[config.mk]
export PLATFORM = sky130hd
export DESIGN_NAME = irps_seq
export DESIGN_NICKNAME = d
export VERILOG_FILES = /design/src/design/irps_pkg.sv /design/src/design/irps_seq.sv
export SDC_FILE = /design/constraint.sdc
export NUM_CORES = 1
export LEC_CHECK = 0
export ABC_AREA = 1
export BUFFER_PORTS_ARGS = -buffer_cell sky130_fd_sc_hd__buf_2
export CAP_MARGIN = 40
export CORE_MARGIN = 10
export CORE_UTILIZATION = 62
export CTS_CLUSTER_DIAMETER = 200
export CTS_CLUSTER_SIZE = 16
export DETAILED_ROUTE_END_ITERATION = 7
export PLACE_DENSITY = 0.81
export SLEW_MARGIN = 20
export SYNTH_ARGS = -nofsm -noshare
export SYNTH_HDL_FRONTEND = slang
export SYNTH_SLANG_ARGS = --single-unit
[constraint.sdc]
create_clock -name clk -period 5.7 [get_ports clk]
set_input_delay 0.285 -clock clk [delete_from_list [all_inputs] [get_ports clk]]
set_output_delay 0.285 -clock clk [all_outputs]
set_load 0.01 [all_outputs]
[src/design/irps_pkg.sv]
// Shared types and constants for the pulse-distance IR remote sender.
// No dependencies; every other design file imports this package.
`timescale 1ns / 1ps
`default_nettype none

package irps_pkg;

    localparam int TIMER_BITS = 16;

    localparam logic [TIMER_BITS-1:0] MARK_TICKS  = TIMER_BITS'(6);
    localparam logic [TIMER_BITS-1:0] START_TICKS = TIMER_BITS'(39);
    localparam logic [TIMER_BITS-1:0] ONE_TICKS   = TIMER_BITS'(21);
    localparam logic [TIMER_BITS-1:0] ZERO_TICKS  = TIMER_BITS'(10);
    localparam logic [TIMER_BITS-1:0] STOP_TICKS  = TIMER_BITS'(39);
    localparam logic [TIMER_BITS-1:0] FINAL_TICKS = TIMER_BITS'(15);

    // Inter-frame gaps in milliseconds
    localparam logic [7:0] SHORT_GAP_MS = 8'(16 * 4);
    localparam logic [7:0] LONG_GAP_MS  = 8'(16 * 7);
    localparam int         GAP_STEP_MS  = 16 * 2;

    localparam logic [3:0] CHECK_SEED   = 4'hf;
    localparam logic [4:0] WORD_BITS    = 5'd16;
    localparam logic [2:0] REPEAT_COUNT = 3'd5;

    // Configuration register indexes
    localparam logic CFG_REPEAT_ENABLE = 1'b0;
    localparam logic CFG_TICKS_PER_MS  = 1'b1;

    localparam logic [7:0] TICKS_PER_MS_RESET = 8'd38;

    typedef struct packed {
        logic       cmd;
        logic [3:0] nibble_one;
        logic [3:0] nibble_two;
        logic [3:0] nibble_three;
    } req_t;

    typedef struct packed {
        logic ir_on;
        logic busy_res;
        logic rejected;
    } res_t;

    typedef struct packed {
        logic       repeat_enable;
        logic [7:0] ticks_per_ms;
    } cfg_t;

endpackage

`default_nettype wire

[src/design/irps_seq.sv]
// Frame sequencer: phase, bit and timer counters advanced once per accepted beat.
// Depends on irps_pkg.
`timescale 1ns / 1ps
`default_nettype none

module irps_seq import irps_pkg::*;
(
    input  wire logic clk,
    input  wire logic rst_n,
    input  wire logic accept,
    input  wire req_t item,
    input  wire cfg_t cfg,
    output res_t      result
);

    typedef enum logic [3:0] {
        PH_IDLE,
        PH_LEAD_MARK,
        PH_START_GAP,
        PH_BIT_MARK,
        PH_BIT_GAP,
        PH_STOP_MARK,
        PH_STOP_GAP,
        PH_FRAME_GAP,
        PH_FINAL_GAP
    } phase_t;

    phase_t                phase_reg, phase_next;
    logic [15:0]           frame_word_reg, frame_word_next;
    logic [4:0]            bits_left_reg, bits_left_next;
    logic [TIMER_BITS-1:0] tick_timer_reg, tick_timer_next;
    logic [2:0]            frames_left_reg, frames_left_next;
    logic [1:0]            gap_select_reg, gap_select_next;

    logic                  busy;
    logic [7:0]            gap_ms;
    logic [7:0]            tpm;
    logic [15:0]           gap_ticks;
    logic [4:0]            bits_dec;
    logic [2:0]            frames_dec;
    logic [3:0]            check;

    assign busy       = (phase_reg != PH_IDLE);
    assign bits_dec   = bits_left_reg - 5'd1;
    assign frames_dec = frames_left_reg - 3'd1;
    assign check      = CHECK_SEED ^ item.nibble_one ^ item.nibble_two ^ item.nibble_three;

    // Long gaps use the repeat-gap bits of the first nibble; the word is back in
    // its loaded order once the stop gap is reached.
    assign gap_ms    = gap_select_reg[1]
                       ? (LONG_GAP_MS + 8'(GAP_STEP_MS * frame_word_reg[13:12]))
                       : SHORT_GAP_MS;
    assign tpm       = (cfg.ticks_per_ms == 8'd0) ? 8'd1 : cfg.ticks_per_ms;
    assign gap_ticks = gap_ms * tpm;

    always_comb
    begin
        phase_next       = phase_reg;
        frame_word_next  = frame_word_reg;
        bits_left_next   = bits_left_reg;
        tick_timer_next  = tick_timer_reg;
        frames_left_next = frames_left_reg;
        gap_select_next  = gap_select_reg;
        result           = '0;

        if (accept)
        begin
            if (item.cmd)
            begin
                result.busy_res = 1'b1;
                if (busy)
                begin
                    result.rejected = 1'b1;
                end
                else
                begin
                    frame_word_next  = {item.nibble_one, item.nibble_two,
                                        item.nibble_three, check};
                    bits_left_next   = WORD_BITS;
                    frames_left_next = cfg.repeat_enable ? REPEAT_COUNT : 3'd1;
                    gap_select_next  = 2'd0;
                    phase_next       = PH_LEAD_MARK;
                    tick_timer_next  = MARK_TICKS;
                end
            end
            else if (busy)
            begin
                result.busy_res = 1'b1;
                result.ir_on    = (phase_reg == PH_LEAD_MARK) || (phase_reg == PH_BIT_MARK)
                                  || (phase_reg == PH_STOP_MARK);
                if (tick_timer_reg > TIMER_BITS'(1))
                begin
                    tick_timer_next = tick_timer_reg - TIMER_BITS'(1);
                end
                else
                begin
                    unique case (phase_reg)
                        PH_LEAD_MARK:
                        begin
                            phase_next      = PH_START_GAP;
                            tick_timer_next = START_TICKS;
                        end
                        PH_START_GAP:
                        begin
                            phase_next      = PH_BIT_MARK;
                            tick_timer_next = MARK_TICKS;
                        end
                        PH_BIT_MARK:
                        begin
                            phase_next      = PH_BIT_GAP;
                            tick_timer_next = frame_word_reg[15] ? ONE_TICKS : ZERO_TICKS;
                        end
                        PH_BIT_GAP:
                        begin
                            frame_word_next = {frame_word_reg[14:0], frame_word_reg[15]};
                            bits_left_next  = bits_dec;
                            phase_next      = (bits_dec != 5'd0) ? PH_BIT_MARK : PH_STOP_MARK;
                            tick_timer_next = MARK_TICKS;
                        end
                        PH_STOP_MARK:
                        begin
                            phase_next      = PH_STOP_GAP;
                            tick_timer_next = STOP_TICKS;
                        end
                        PH_STOP_GAP:
                        begin
                            frames_left_next = frames_dec;
                            if (frames_dec != 3'd0)
                            begin
                                gap_select_next = gap_select_reg + 2'd1;
                                phase_next      = PH_FRAME_GAP;
                                tick_timer_next = TIMER_BITS'(gap_ticks);
                            end
                            else
                            begin
                                phase_next      = PH_FINAL_GAP;
                                tick_timer_next = FINAL_TICKS;
                            end
                        end
                        PH_FRAME_GAP:
                        begin
                            bits_left_next  = WORD_BITS;
                            phase_next      = PH_LEAD_MARK;
                            tick_timer_next = MARK_TICKS;
                        end
                        default:
                        begin
                            phase_next      = PH_IDLE;
                            tick_timer_next = '0;
                        end
                    endcase
                end
            end
        end
    end

    always_ff @(posedge clk or negedge rst_n)
    begin
        if (!rst_n)
        begin
            phase_reg       <= PH_IDLE;
            frame_word_reg  <= '0;
            bits_left_reg   <= '0;
            tick_timer_reg  <= '0;
            frames_left_reg <= '0;
            gap_select_reg  <= '0;
        end
        else
        begin
            phase_reg       <= phase_next;
            frame_word_reg  <= frame_word_next;
            bits_left_reg   <= bits_left_next;
            tick_timer_reg  <= tick_timer_next;
            frames_left_reg <= frames_left_next;
            gap_select_reg  <= gap_select_next;
        end
    end

endmodule

`default_nettype wire

# After elaboration in Yosys (flattened, before gate mapping)
# Cells that the tools add are included.
[word_totals]
output_inout_bits = 3
in_bits = 25
regBits = 46
[op_classes]
bitwise_logic = 3
order_cmp = 1
n_eq_ne = 9
n_mux = 44
multipliers = 1
n_reduce_logical = 19
add_sub_neg = 5
[ops]
columns = ["operator", "count"]
rows = [
  ["2-to-1 mux 16 bit", 10],
  ["case mux 16 bit (4 select lines)", 1],
  ["case mux 4 bit (7 select lines)", 1],
  ["2-to-1 mux 5 bit", 5],
  ["2-to-1 mux 3 bit", 8],
  ["2-to-1 mux 4 bit", 5],
  ["== test 4 x 3 -> 1 bit, second input constant", 4],
  ["greater-than comparator 16 x 1 -> 1 bit, second input constant", 1],
  ["multiplier 8 x 8 -> 16 bit", 1],
  ["2-to-1 mux 8 bit", 2],
  ["subtractor 16 x 1 -> 16 bit, second input constant", 1],
  ["AND reduction 5 bit", 3],
  ["2-to-1 mux 2 bit", 7],
  ["case mux 5 bit (2 select lines)", 1],
  ["adder 7 x 7 -> 8 bit, first input constant", 1],
  ["== test 4 x 2 -> 1 bit, second input constant", 2],
  ["logical NOT 8 bit", 1],
  ["nonzero test 2 bit", 4],
  ["bitwise XOR 4 bit", 2],
  ["AND reduction 6 bit", 1],
  ["nonzero test 3 bit", 2],
  ["nonzero test 5 bit", 1],
  ["subtractor 5 x 1 -> 5 bit, second input constant", 1],
  ["== test 4 x 1 -> 1 bit, second input constant", 1],
  ["11 further kinds", 16],
]

# Logic depth before layout (Yosys ltp)
# Gate-level depths: netlist of the first run.
[logic_depth]
ltp_word = 8
ltp_mapped = 24

# Least setup slack after synthesis of the first run
# No wires, ideal clock.
[synth_timing]
path_type = "register to register"
startpoint = "register frame_word_reg[12]"
endpoint = "register tick_timer_reg[14]"
t_arrival_ps = 3795
path_buffers = 1
stages_incl_launch_ff = 20
setup_time_ps = 116
slack_ps = 1788
synth_period_minus_slack_ps = 3912
path_cell_list = "dfrtp_1 > clkbuf_1 > inv_1 > ha_1 > nand2_1 > nand2_1 > fa_1 > fa_1 > inv_1 > fa_1 > ha_1 > ha_1 > nand2_1 > nand2_1 > a21oi_1 > nand3_1 > nand3_1 > nand2_1 > nand2_1 > nand2_1"
[synth_between]
elab_chain_len = 8
[synth_rtl]
columns = ["element", "line_no", "source"]
rows = [
  ["start: declaration", "irps_seq.sv:29", "logic [15:0] frame_word_reg, frame_word_next;"],
  ["start signal: assignment", "irps_seq.sv:171", "frame_word_reg <= frame_word_next;"],
  ["adder 7 x 7 -> 8 bit", "irps_seq.sv:51", "? (LONG_GAP_MS + 8'(GAP_STEP_MS * frame_word_reg[13:12]))"],
  ["2-to-1 mux 8 bit", "irps_seq.sv:51", ""],
  ["multiplier 8 x 8 -> 16 bit", "irps_seq.sv:54", "assign gap_ticks = gap_ms * tpm;"],
  ["2-to-1 mux 16 bit", "irps_seq.sv:128", "if (frames_dec != 3'd0)"],
  ["case mux 16 bit (4 select lines)", "irps_seq.sv:97", "unique case (phase_reg)"],
  ["2-to-1 mux 16 bit", "irps_seq.sv:91", "if (tick_timer_reg > TIMER_BITS'(1))"],
  ["2-to-1 mux 16 bit", "irps_seq.sv:86", "else if (busy)"],
  ["2-to-1 mux 16 bit", "irps_seq.sv:68", "if (item.cmd)"],
  ["end signal: assignment", "irps_seq.sv:173", "tick_timer_reg <= tick_timer_next;"],
  ["end: declaration", "irps_seq.sv:31", "logic [TIMER_BITS-1:0] tick_timer_reg, tick_timer_next;"],
]
# Every way passes these cells. The select of a mux whose other input is x is not followed.
# A chain may end at the register's enable or synchronous reset.

# Worst setup path after layout of the first run
[layout_timing]
startpoint = "register frame_word_reg[12]"
endpoint = "register tick_timer_reg[13]"
# Same word-level chain as after synthesis.

==> flow_summary.rst, run 1 <==
.. list-table::
   :header-rows: 1

   * - Metric
     - Value
   * - Crit path cell chain
     - inv_1 > ha_1 > nand2_1 > inv_1 > nor2_1 > fa_1 > ha_1 > ha_1 > inv_1 > fa_1 > inv_1 > ha_1 > nand3_1 > nand2_1 > nand2_1 > nand2_1 > nand2_1 > nand3_1 > nand2_1 > nand2_1 > nand2_1
   * - Layout cell share with drive strength beyond 1
     - 8.62%
   * - Met2 GRT Util
     - 33.7%
   * - Met1 routing resource usage after global routing
     - 23.0%
   * - I/O pin total
     - 28
   * - Hold buffer count at CTS
     - 1
   * - Clock transition at path regs
     - 0.10 ns
   * - Crit-path slowest cell
     - sky130_fd_sc_hd__fa_1
   * - Most instantiated flip-flop cell in the synthesis netlist
     - sky130_fd_sc_hd__dfrtp_1
   * - Highest clock rate
     - 241 MHz
   * - Die width
     - 105 um
   * - Setup TNS
     - 0 ns
   * - TritonCTS Sinks
     - 46
   * - Initial Utilization
     - 63.0%
   * - Crit. End Element
     - flop
   * - Remaining global-route overflow
     - 0
   * - Number of diodes
     - 0
   * - Avg Vias per Cell
     - 5.33
   * - Dominant delay contributor by cell family on the critical path
     - adder cells
   * - Detailed placer's ending HPWL
     - 7960 um
   * - Buffers and inverters on the worst path
     - 4
   * - Worst EP arrival
     - 4.37 ns
   * - Post-Synthesis Mean Instance Area
     - 6.56 sq um
   * - Total Die Area
     - 11100 sq um
   * - Via count of the first global-routing pass
     - 4158
   * - Count of endpoints failing hold in the final timing report
     - 0
   * - Average wire per standard cell
     - 12.8 um
   * - Critical Path Fanout Max
     - 8
   * - DRC Markers
     - 0
   * - Worst Tran Pin Value
     - 0.590 ns
   * - Power, Total
     - 0.00230 W
   * - Number of nets in the finished design
     - 786
   * - Number of distinct library cells after synthesis
     - 34
   * - YS warnings
     - 0
   * - Routability-driven placement congestion ratio
     - 0.939
   * - Maximum number of pins on one net before global-route repair
     - 40
   * - Routing layer with the top usage in global route
     - met2
   * - Top cell by count, worst path
     - sky130_fd_sc_hd__nand2_1
   * - Instance count of the mapped netlist
     - 689
   * - Antenna violations before repair
     - 0
   * - Sequential cell area fraction in the yosys report
     - 25.4%
   * - Register area
     - 1150 sq um
   * - Leading cell types in the layout, fill and taps excluded
     - sky130_fd_sc_hd__nand2_1 (261), sky130_fd_sc_hd__inv_1 (98), sky130_fd_sc_hd__nor2_1 (60)
   * - Max IR drop VDD
     - 0.244 mV
   * - Setup repair after global routing missed its margin
     - false
   * - Clock period minus final worst setup slack
     - 4.15 ns
   * - Clk Latency, worst-skew pair
     - 0.31 ns
   * - Leading cell types by total area after synthesis
     - sky130_fd_sc_hd__dfrtp_1 (25%), sky130_fd_sc_hd__nand2_1 (22%), sky130_fd_sc_hd__ha_1 (11%)
   * - Post-cts resize count
     - 0
   * - Count of endpoints failing setup in the final report
     - 0
   * - Via total after detailed routing
     - 4302
   * - Placement row count
     - 31
   * - Net count of the mapped netlist
     - 767
   * - Die Ht
     - 105 um
   * - Count of antenna-violating nets left after detailed routing
     - 0
   * - CTS tree
     - built
   * - Number of buffers on the longest clock path
     - 2
   * - Share of flip-flops with an asynchronous set or reset
     - 100%
   * - Number of I/O port buffers
     - 27
   * - Worst clock skew on the final layout
     - 0.0138 ns
   * - Tightest slew margin relative to the limit
     - 60.6%
   * - Share of the core filled with cells in the final layout
     - 67.1%
   * - Max-cap viol count
     - 0
   * - Total power density per cell area
     - 478 nW/um^2
   * - First-pass detailed-route iteration total
     - 5
   * - Level count of the clock H-tree
     - 2
   * - Iteration-0 DRC count of the detailed router
     - 222
   * - Worst EP required
     - 5.92 ns
   * - Setup WS post-layout
     - 1.55 ns
   * - Max Transition Viols Final
     - 0
   * - M3 GR Usage
     - 2.62%
   * - # fillers
     - 616
   * - Number of enable-type register cells in the synthesized netlist
     - 0
   * - Global-route wire length before repair
     - 18100 um
   * - Root Buffer
     - sky130_fd_sc_hd__clkbuf_8
   * - Nature of the critical path startpoint
     - flop
   * - Core Box Area
     - 7180 sq um
   * - Worst setup slack before clock tree synthesis
     - 1.59 ns
   * - Multi-input logic area
     - 2880 sq um
   * - Flip-flop and latch count after synthesis
     - 46
   * - Ratio of final minimum period to clock period
     - 72.9%
   * - Post-synth top area cell
     - sky130_fd_sc_hd__dfrtp_1
   * - Delay of the slowest cell on the worst path
     - 0.53 ns
   * - Overall track demand over capacity in global routing
     - 18.8%
   * - Leading cell type in the layout, fill and taps excluded
     - sky130_fd_sc_hd__nand2_1
   * - Post-CTS Setup Bufs
     - 0
   * - Fraction of post-synthesis cell area in the top cell type by area
     - 25.4%
   * - Start-to-end type of the worst setup path
     - flop to flop
   * - Leakage power total
     - 2.87 nW
   * - Number of buffers created by CTS
     - 5
   * - Sum of routed wire length over all layers
     - 10300 um
   * - Synthesis-to-finish area growth
     - 6.50%
   * - Run status
     - completed
   * - Summed instance area of the synthesized netlist
     - 4520 sq um
   * - Hold WC Path Type
     - input pin to async pin
[cells in the mapped netlist, types with 3 or more instances]
cell                         n
sky130_fd_sc_hd__nand2_1   261
sky130_fd_sc_hd__inv_1      98
sky130_fd_sc_hd__nor2_1     60
sky130_fd_sc_hd__dfrtp_1    46
sky130_fd_sc_hd__nand3_1    44
sky130_fd_sc_hd__ha_1       41
sky130_fd_sc_hd__nand4_1    27
sky130_fd_sc_hd__a21oi_1    16
sky130_fd_sc_hd__fa_1       12
sky130_fd_sc_hd__xnor2_1     9
sky130_fd_sc_hd__nor2_2      8
sky130_fd_sc_hd__buf_2       7
sky130_fd_sc_hd__xor2_1      7
sky130_fd_sc_hd__inv_2       6
sky130_fd_sc_hd__o21ai_1     6
sky130_fd_sc_hd__a21boi_0    4
sky130_fd_sc_hd__clkbuf_1    4
sky130_fd_sc_hd__nor3_1      4
sky130_fd_sc_hd__o21ai_0     4
sky130_fd_sc_hd__buf_6       3
sky130_fd_sc_hd__nand2_2     3
sky130_fd_sc_hd__nand3b_1    3
[metal layers]
metal	up-vias	wire, um
met1	1984	4410
met3	20	517
met2	114	5230
li1	2184	-
met4	0	154
met5	-	0
[report_power, final]
group          internal, W  switching, W  total, W
registers         0.000467      0.000148  0.000614
logic             0.000520      0.000904   0.00142
clock network     0.000141      0.000122  0.000263
total              0.00113       0.00117   0.00230
[final cells by class]
type                            count  area share (%)
Inverter                          104            8.10
Timing Repair Buffer               30            3.40
Clock inverter                      1           0.623
Tap cell                           99            2.57
Clock buffer                        6            1.71
Sequential cell                    46            23.9
Multi-Input combinational cell    521            59.7
[metrics by stage]
stage,hold WS (ns),cell area [sq um],cells
after detailed placement,0.151,4690,799
after floorplan,-0.0106,4520,689
after CTS,0.356,4820,807
after global placement,0.153,4680,798
final,0.353,4820,807
after global routing,0.366,4820,807
[final timing paths]
path | endpoint | start | cells after the start | slack (ns)
max | tick_timer_reg[13]$_DFFE_PN0P_ | frame_word_reg[12]$_DFFE_PN0P_ | 21 | 1.55
max in group asynchronous | frame_word_reg[7]$_DFFE_PN0P_ | rst_n | 3 | 4.57
min | frame_word_reg[13]$_DFFE_PN0P_ | rst_n | 2 | 0.35
max reg2reg | tick_timer_reg[13]$_DFFE_PN0P_ | frame_word_reg[12]$_DFFE_PN0P_ | 21 | 1.55
min in group clk | frame_word_reg[12]$_DFFE_PN0P_ | item[8] | 5 | 0.36
min reg2reg | frame_word_reg[8]$_DFFE_PN0P_ | frame_word_reg[8]$_DFFE_PN0P_ | 2 | 0.48
[cell families (layout without fill, tap and decap cells)]
logic type / count (synthesis) / count (layout) / share of synthesized area, %
AO/OA/AOI/OAI: 37 / 37 / 4.92
XOR/XNOR: 16 / 16 / 3.10
adder cells (fa/ha/maj): 53 / 53 / 16.7
buffers and inverters: 122 / 141 / 11.0
flip-flops: 46 / 46 / 25.4
AND/OR/NAND/NOR: 415 / 415 / 38.9
Note: power is estimated with default switching activity, not from simulation.
==> run 2: changes to the inputs <==
Clock period 5.7 ns to 3.9 ns, I/O delays scaled along.
==> run 2 against run 1 <==
  * Maximum frequency rose by 12%
  * Hold slack got worse by 0.089 ns
  * Die area is the same
  * Clock skew fell by 0.0032 ns
  * Clock-buffer cell count did not move
  * Register-to-register slack worse by 1.4 ns
  * Critical path depth fell by 2
  * Combinational power up 62%
  * Non-clock buffer count is 5 higher
==> flow_summary.rst, run 2 (synthesis gave the netlist of run 1 again) <==
.. list-table::
   :header-rows: 1

   * - Metric
     - Value
   * - Via count of the first global-routing pass
     - 4231 (+1.8%)
   * - Number of I/O port buffers
     - 27 (unchanged)
   * - Count of endpoints failing hold in the final timing report
     - 0 (unchanged)
   * - First-pass detailed-route iteration total
     - 4 (-1)
   * - Total power density per cell area
     - 713 nW/um^2 (+49%)
   * - Avg Vias per Cell
     - 5.39 (+1.2%)
   * - Via total after detailed routing
     - 4386 (+2.0%)
   * - Synthesis-to-finish area growth
     - 10.0%
   * - Highest clock rate
     - 269 MHz (+12%)
   * - DRC Markers
     - 0 (unchanged)
   * - Start-to-end type of the worst setup path
     - flop to flop
   * - Detailed placer's ending HPWL
     - 8100 um (+1.8%)
   * - Die width
     - 105 um (unchanged)
   * - Remaining global-route overflow
     - 0 (unchanged)
   * - I/O pin total
     - 28 (unchanged)
   * - Root Buffer
     - sky130_fd_sc_hd__clkbuf_8
   * - Power, Total
     - 0.00355 W (+54%)
   * - Number of nets in the finished design
     - 791 (+0.64%)
   * - Ratio of final minimum period to clock period
     - 95.1% (+22 points)
   * - Crit. End Element
     - flop
   * - Leakage power total
     - 2.88 nW (+0.62%)
   * - Overall track demand over capacity in global routing
     - 19.1% (+0.27 points)
   * - Global-route wire length before repair
     - 18400 um (+1.7%)
   * - Layout cell share with drive strength beyond 1
     - 12.0% (+3.4 points)
   * - Total Die Area
     - 11100 sq um (unchanged)
   * - Critical Path Fanout Max
     - 5 (-3)
   * - Average wire per standard cell
     - 13.0 um (+1.8%)
   * - Clk Latency, worst-skew pair
     - 0.31 ns (about the same)
   * - Worst Tran Pin Value
     - 0.597 ns (+0.00650 ns)
   * - Hold WC Path Type
     - input pin to flop
   * - Tightest slew margin relative to the limit
     - 60.1% (-0.43 points)
   * - Sum of routed wire length over all layers
     - 10600 um (+2.6%)
   * - Level count of the clock H-tree
     - 2 (unchanged)
   * - Run status
     - completed
   * - Final cell area excluding filler cells
     - 4980 sq um (+3.3%)
   * - Number of buffers on the longest clock path
     - 2 (unchanged)
   * - Share of the core filled with cells in the final layout
     - 69.3% (+2.2 points)
   * - Worst clock skew on the final layout
     - 0.0107 ns (-0.00318 ns)
   * - CTS tree
     - built
   * - Max-cap viol count
     - 0 (unchanged)
   * - Leading cell types in the layout, fill and taps excluded
     - sky130_fd_sc_hd__nand2_1 (255), sky130_fd_sc_hd__inv_1 (97), sky130_fd_sc_hd__nor2_1 (59)
   * - Iteration-0 DRC count of the detailed router
     - 185 (-17%)
   * - Number of buffers created by CTS
     - 5 (unchanged)
   * - Nature of the critical path startpoint
     - flop
   * - Max IR drop VDD
     - 0.371 mV (+52%)
   * - Worst min-delay path startpoint
     - item[1]
   * - Max Transition Viols Final
     - 0 (unchanged)
   * - Worst EP arrival
     - 3.92 ns (-0.45 ns)
   * - Hold worst-path end
     - frame_word_reg[5]$_DFFE_PN0P_
   * - Core Box Area
     - 7180 sq um (unchanged)
   * - Count of antenna-violating nets left after detailed routing
     - 0 (unchanged)
   * - Worst EP required
     - 4.11 ns (-1.81 ns)
   * - Worst reg2reg setup slack
     - 0.19 ns (-1.36 ns)
   * - Hold Path Cell Cnt
     - 5
   * - Worst setup path startpoint
     - frame_word_reg[12]$_DFFE_PN0P_
   * - Die Ht
     - 105 um (unchanged)
   * - Maximum number of pins on one net before global-route repair
     - 32 (-20%)
   * - Number of diodes
     - 0 (unchanged)
   * - Clock transition at path regs
     - 0.10 ns (about the same)
   * - Cells on worst reg2reg path
     - 19 (-9.5%)
   * - Count of endpoints failing setup in the final report
     - 0 (unchanged)
   * - TritonCTS Sinks
     - 46 (unchanged)
   * - End of the worst register-to-register path
     - tick_timer_reg[15]$_DFFE_PN0P_
   * - Initial Utilization
     - 63.0% (unchanged)
   * - Placement row count
     - 31 (unchanged)
   * - Antenna violations before repair
     - 0 (unchanged)
   * - Leading cell type in the layout, fill and taps excluded
     - sky130_fd_sc_hd__nand2_1
   * - Post-place instance area
     - 4730 sq um (+0.67%)
   * - Clock period minus final worst setup slack
     - 3.71 ns (-0.442 ns)
   * - Setup TNS
     - 0 ns (unchanged)
   * - Crit Reg-Reg Startpoint
     - frame_word_reg[12]$_DFFE_PN0P_
   * - Routability-driven placement congestion ratio
     - 0.904 (-3.7%)
## run 2: final cells by class
class                   instances  area (sq um)
inverters                     104           393
clock inverters                 2          37.5
flip-flops and latches         46          1150
clock buffers                   6          72.6
multi-input cells             521          2990
fillers                       620          2200
well taps                      99           124
repair buffers                 35           210
## run 2: routing by layer
| metal | part of all wire, % | GRT usage [%] |
|---|---|---|
| met1 | 43 | 22.7 |
| met2 | 50 | 34.3 |
| met3 | 4.4 | 3.35 |
| met4 | 2.7 | 5.49 |
| met5 | 0 | 0 |
## run 2: worst max-delay path: stages (launching register included)
cell and delay [ns]:
sky130_fd_sc_hd__dfrtp_1 0.35, sky130_fd_sc_hd__inv_1 0.06, sky130_fd_sc_hd__ha_1 0.30, sky130_fd_sc_hd__nand2_2 0.14, sky130_fd_sc_hd__nand2_2 0.07, sky130_fd_sc_hd__fa_1 0.47, sky130_fd_sc_hd__fa_1 0.50, sky130_fd_sc_hd__inv_1 0.06
sky130_fd_sc_hd__fa_2 0.54, sky130_fd_sc_hd__ha_4 0.20, sky130_fd_sc_hd__ha_4 0.28, sky130_fd_sc_hd__nand2_1 0.08, sky130_fd_sc_hd__nor2_1 0.14, sky130_fd_sc_hd__nand2_2 0.07, sky130_fd_sc_hd__nand2_1 0.05, sky130_fd_sc_hd__nand2_1 0.06
sky130_fd_sc_hd__nand3_2 0.07, sky130_fd_sc_hd__nand2_1 0.05, sky130_fd_sc_hd__nand2_1 0.07, sky130_fd_sc_hd__nand2_1 0.05
## run 2: worst max path at each step
stage,end,cells after the start
3_3_place_gp,tick_timer_reg[14]$_DFFE_PN0P_,18
2_1_floorplan,tick_timer_reg[14]$_DFFE_PN0P_,19
3_5_place_dp,tick_timer_reg[14]$_DFFE_PN0P_,18
6_report,tick_timer_reg[15]$_DFFE_PN0P_,19
4_1_cts,tick_timer_reg[14]$_DFFE_PN0P_,18
5_1_grt,tick_timer_reg[15]$_DFFE_PN0P_,19
## run 2: what timing repair did
item / 4_1_cts / 5_1_grt
pin swaps: 0 / 13
hold buffers: 1 / 0
setup endpoints to repair: 2 / 6
gates resized for setup: 1 / 21
buffers inserted: 0 / 2
endpoints found under the hold margin: 17 / 0
## run 2: through the flow
stage                     cells  hold WS, ns  setup WS (ns)
after floorplan             689       -0.101         0.0870
after global placement      801        0.454          0.128
after detailed placement    802        0.179        0.00369
after CTS                   811        0.265         0.0130
after global routing        813        0.288        -0.0244
final                       813        0.265          0.189
## run 2: power by group
| part | switching [W] | internal, W | leakage (nW) |
|---|---|---|---|
| registers | 0.000201 | 0.000683 | 0.597 |
| clock network | 0.000173 | 0.000192 | 0.0514 |
| logic | 0.00141 | 0.000884 | 2.24 |
| total | 0.00179 | 0.00176 | 2.88 |
==> run 3: changes to the inputs <==
Settings changed: REMOVE_ABC_BUFFERS set to 1.
==> run 3 against run 2 <==
  * Clock skew decreased by 0.0066 ns
  * Flip-flop and latch count unchanged
  * Global-route usage grew 0.052 points
  * Critical endpoint is now tick_timer_reg[13]$_DFFE_PN0P_
==> flow_summary.rst, run 3 (synthesis gave the netlist of run 1 again) <==
.. list-table::
   :header-rows: 1

   * - Metric
     - Value
   * - Initial Utilization
     - 63.0% (unchanged)
   * - Count of endpoints failing hold in the final timing report
     - 0 (unchanged)
   * - Internal power summed over all cells
     - 0.00167 W (-4.9%)
   * - Clk pwr share
     - 9.1% (-1.2 points)
   * - Average wire per standard cell
     - 13.2 um (+1.5%)
   * - DRC Markers
     - 0 (unchanged)
   * - Overall track demand over capacity in global routing
     - 19.1% (+0.052 points)
   * - Worst EP required
     - 4.11 ns (about the same)
   * - Number of buffers created by CTS
     - 5 (unchanged)
   * - Hold worst-path end
     - frame_word_reg[7]$_DFFE_PN0P_
   * - Number of I/O port buffers
     - 27 (unchanged)
   * - Crit path cell chain
     - inv_1 > ha_1 > nand2_2 > inv_2 > nor2_2 > fa_1 > ha_1 > ha_1 > inv_1 > fa_1 > inv_1 > ha_4 > nand3_1 > nand2_2 > nand2_1 > nand2_1 > nand2_1 > nand3_1 > nand2_1 > nand2_1 > nand2_1
   * - Antenna violations before repair
     - 0 (unchanged)
   * - Avg Vias per Cell
     - 5.32 (-1.4%)
   * - Via count of the first global-routing pass
     - 4335 (+2.5%)
   * - End of the worst register-to-register path
     - tick_timer_reg[13]$_DFFE_PN0P_
   * - Crit. End Element
     - flop
   * - # fillers
     - 642 (+3.5%)
   * - Met1 routing resource usage after global routing
     - 23.0% (+0.33 points)
   * - Routability-driven placement congestion ratio
     - 0.930 (+2.9%)
   * - Count of placed standard cells in the final layout, fillers left out
     - 811 (-0.25%)
   * - Root Buffer
     - sky130_fd_sc_hd__clkbuf_8
   * - Layout cell share with drive strength beyond 1
     - 11.0% (-1.1 points)
   * - Sum of routed wire length over all layers
     - 10700 um (+1.3%)
   * - Delay of the slowest cell on the worst path
     - 0.54 ns (about the same)
   * - Nature of the critical path startpoint
     - flop
   * - Crit-path slowest cell
     - sky130_fd_sc_hd__fa_1
   * - Remaining global-route overflow
     - 0 (unchanged)
   * - Leading cell types in the layout, fill and taps excluded
     - sky130_fd_sc_hd__nand2_1 (258), sky130_fd_sc_hd__inv_1 (97), sky130_fd_sc_hd__nor2_1 (59)
   * - Number of diodes
     - 0 (unchanged)
   * - Total Die Area
     - 11100 sq um (unchanged)
   * - Crit Reg-Reg Startpoint
     - frame_word_reg[12]$_DFFE_PN0P_
   * - Count of endpoints failing setup in the final report
     - 0 (unchanged)
   * - Clock period minus final worst setup slack
     - 3.73 ns (+0.0144 ns)
   * - Met2 GRT Util
     - 35.2% (+0.98 points)
   * - Worst EP arrival
     - 3.93 ns (about the same)
   * - Die width
     - 105 um (unchanged)
   * - M3 GR Usage
     - 2.44% (-0.91 points)
   * - Run status
     - completed
   * - Die Ht
     - 105 um (unchanged)
   * - Number of buffers on the longest clock path
     - 2 (unchanged)
   * - Critical Path Fanout Max
     - 5 (unchanged)
   * - I/O pin total
     - 28 (unchanged)
   * - First-pass detailed-route iteration total
     - 4 (unchanged)
   * - Post-CTS Setup Bufs
     - 0 (unchanged)
   * - Routing layer with the top usage in global route
     - met2
   * - Detailed placer's ending HPWL
     - 8100 um (about the same)
   * - Leading cell type in the layout, fill and taps excluded
     - sky130_fd_sc_hd__nand2_1
   * - Switching power total
     - 0.00180 W (+0.73%)
   * - Max Transition Viols Final
     - 0 (unchanged)
   * - Cells on worst reg2reg path
     - 21 (+2)
   * - Tightest slew margin relative to the limit
     - 60.0% (-0.094 points)
   * - Global-route wire length before repair
     - 18600 um (+1.2%)
   * - Maximum number of pins on one net before global-route repair
     - 32 (unchanged)
   * - Core Box Area
     - 7180 sq um (unchanged)
   * - Hold WC Path Type
     - input pin to flop
   * - Worst Tran Pin Value
     - 0.598 ns (+0.00141 ns)
   * - Max-cap viol count
     - 0 (unchanged)
   * - Setup WS post-layout
     - 0.175 ns (-0.0144 ns)
   * - Hold Path Cell Cnt
     - 5 (unchanged)
   * - Worst clock skew on the final layout
     - 0.00409 ns (-0.00658 ns)
   * - Level count of the clock H-tree
     - 2 (unchanged)
   * - TritonCTS Sinks
     - 46 (unchanged)
   * - Worst setup slack before clock tree synthesis
     - 0.0185 ns (+0.0148 ns)
   * - Clk Latency, worst-skew pair
     - 0.31 ns (about the same)
   * - Iteration-0 DRC count of the detailed router
     - 236 (+28%)
   * - CTS tree
     - built
   * - Start-to-end type of the worst setup path
     - flop to flop
   * - Combinational share of power
     - 65.3% (+0.5 points)
   * - Highest clock rate
     - 268 MHz (-0.39%)
   * - Placement row count
     - 31 (unchanged)
   * - Max IR drop VDD
     - 0.384 mV (+3.6%)
   * - Clock transition at path regs
     - 0.10 ns (about the same)
   * - Ratio of final minimum period to clock period
     - 95.5% (+0.37 points)
   * - Synthesis-to-finish area growth
     - 8.63%
   * - Total power density per cell area
     - 707 nW/um^2 (-0.81%)
   * - Sequential share of power
     - 25.6% (+0.7 points)
   * - Share of total power consumed by net switching
     - 51.9% (+1.4 points)
   * - Worst min-delay path startpoint
     - item[3]
   * - Count of antenna-violating nets left after detailed routing
     - 0 (unchanged)
   * - Number of nets in the finished design
     - 789 (-0.25%)
   * - Number of cells in the design after placement
     - 802 (unchanged)
   * - Worst reg2reg setup slack
     - 0.17 ns (about the same)
   * - Leakage power total
     - 2.87 nW (-0.61%)
   * - Top cell by count, worst path
     - sky130_fd_sc_hd__nand2_1
   * - Via total after detailed routing
     - 4313 (-1.7%)
run 3: cell count changes in the layout (fill, tap and decap cells not counted), moves of 2 or more:
cell	change
sky130_fd_sc_hd__nand3_1	+2
sky130_fd_sc_hd__nand2_1	+3
sky130_fd_sc_hd__buf_4	-2
sky130_fd_sc_hd__nand3_2	-2
sky130_fd_sc_hd__nand2_2	-3
run 3: final cells by class:
cell class                      instances  area (sq um)  share of cell area, %
Sequential cell                        46          1150                   23.4
Multi-Input combinational cell        521          2960                   60.2
Tap cell                               99           124                   2.52
Clock inverter                          3          25.0                  0.509
Inverter                              104           390                   7.94
Clock buffer                            5          68.8                   1.40
Timing Repair Buffer                   33           195                   3.97
run 3: power groups by stage:
stage          combinational (W)  sequential, W  clock [W]
6_report                 0.00227       0.000888   0.000318
5_1_grt                  0.00262       0.000917   0.000344
4_1_cts                  0.00212       0.000884   0.000322
3_5_place_dp             0.00211       0.000892          0
3_3_place_gp             0.00201       0.000882          0
2_1_floorplan            0.00166       0.000847          0
run 3: worst max-delay path by stage:
stage                                   start                        endpoint  slack (ns)
5_1_grt        frame_word_reg[12]$_DFFE_PN0P_  tick_timer_reg[15]$_DFFE_PN0P_       -0.06
4_1_cts        frame_word_reg[12]$_DFFE_PN0P_  tick_timer_reg[14]$_DFFE_PN0P_      0.0007
3_5_place_dp   frame_word_reg[12]$_DFFE_PN0P_  tick_timer_reg[14]$_DFFE_PN0P_        0.02
3_3_place_gp   frame_word_reg[12]$_DFFE_PN0P_  tick_timer_reg[14]$_DFFE_PN0P_        0.13
2_1_floorplan  frame_word_reg[12]$_DFFE_PN0P_  tick_timer_reg[14]$_DFFE_PN0P_         0.1
6_report       frame_word_reg[12]$_DFFE_PN0P_  tick_timer_reg[13]$_DFFE_PN0P_        0.17
run 3: what timing repair did:
| item | in CTS | in global routing |
|---|---|---|
| setup endpoints to repair | 0 | 6 |
| hold buffers | 1 | 0 |
| hold endpoints to repair | 21 | 0 |
| resized for setup | 0 | 13 |
run 3: stage by stage:
stage / instance area [sq um] / TNS, ns / power, W / hold WS (ns) / utilization [%]
finish: 4910 / 0 / 0.00347 / 0.260 / 68.5
global route: 4910 / -0.0919 / 0.00388 / 0.276 / 68.5
CTS: 4830 / 0 / 0.00333 / 0.252 / 67.3
detailed placement: 4730 / 0 / 0.00300 / 0.219 / 65.9
global placement: 4710 / 0 / 0.00289 / 0.454 / 65.6
floorplan: 4420 / 0 / 0.00251 / -0.101 / -
run 3: per-layer routing:
| metal | wire (um) | vias to the layer above |
|---|---|---|
| met5 | 0 | - |
| met4 | 154 | 0 |
| met3 | 333 | 18 |
| met2 | 5630 | 82 |
| met1 | 4600 | 2025 |
| li1 | - | 2188 |
run 3: critical path, delay by kind of cell, from the launching register on:
kind                       cells  cell delay, ns
buffers and inverters          4            0.25
and+or+nand+nor               11            0.88
adders and majority gates      6            2.13
DFF                            1            0.36
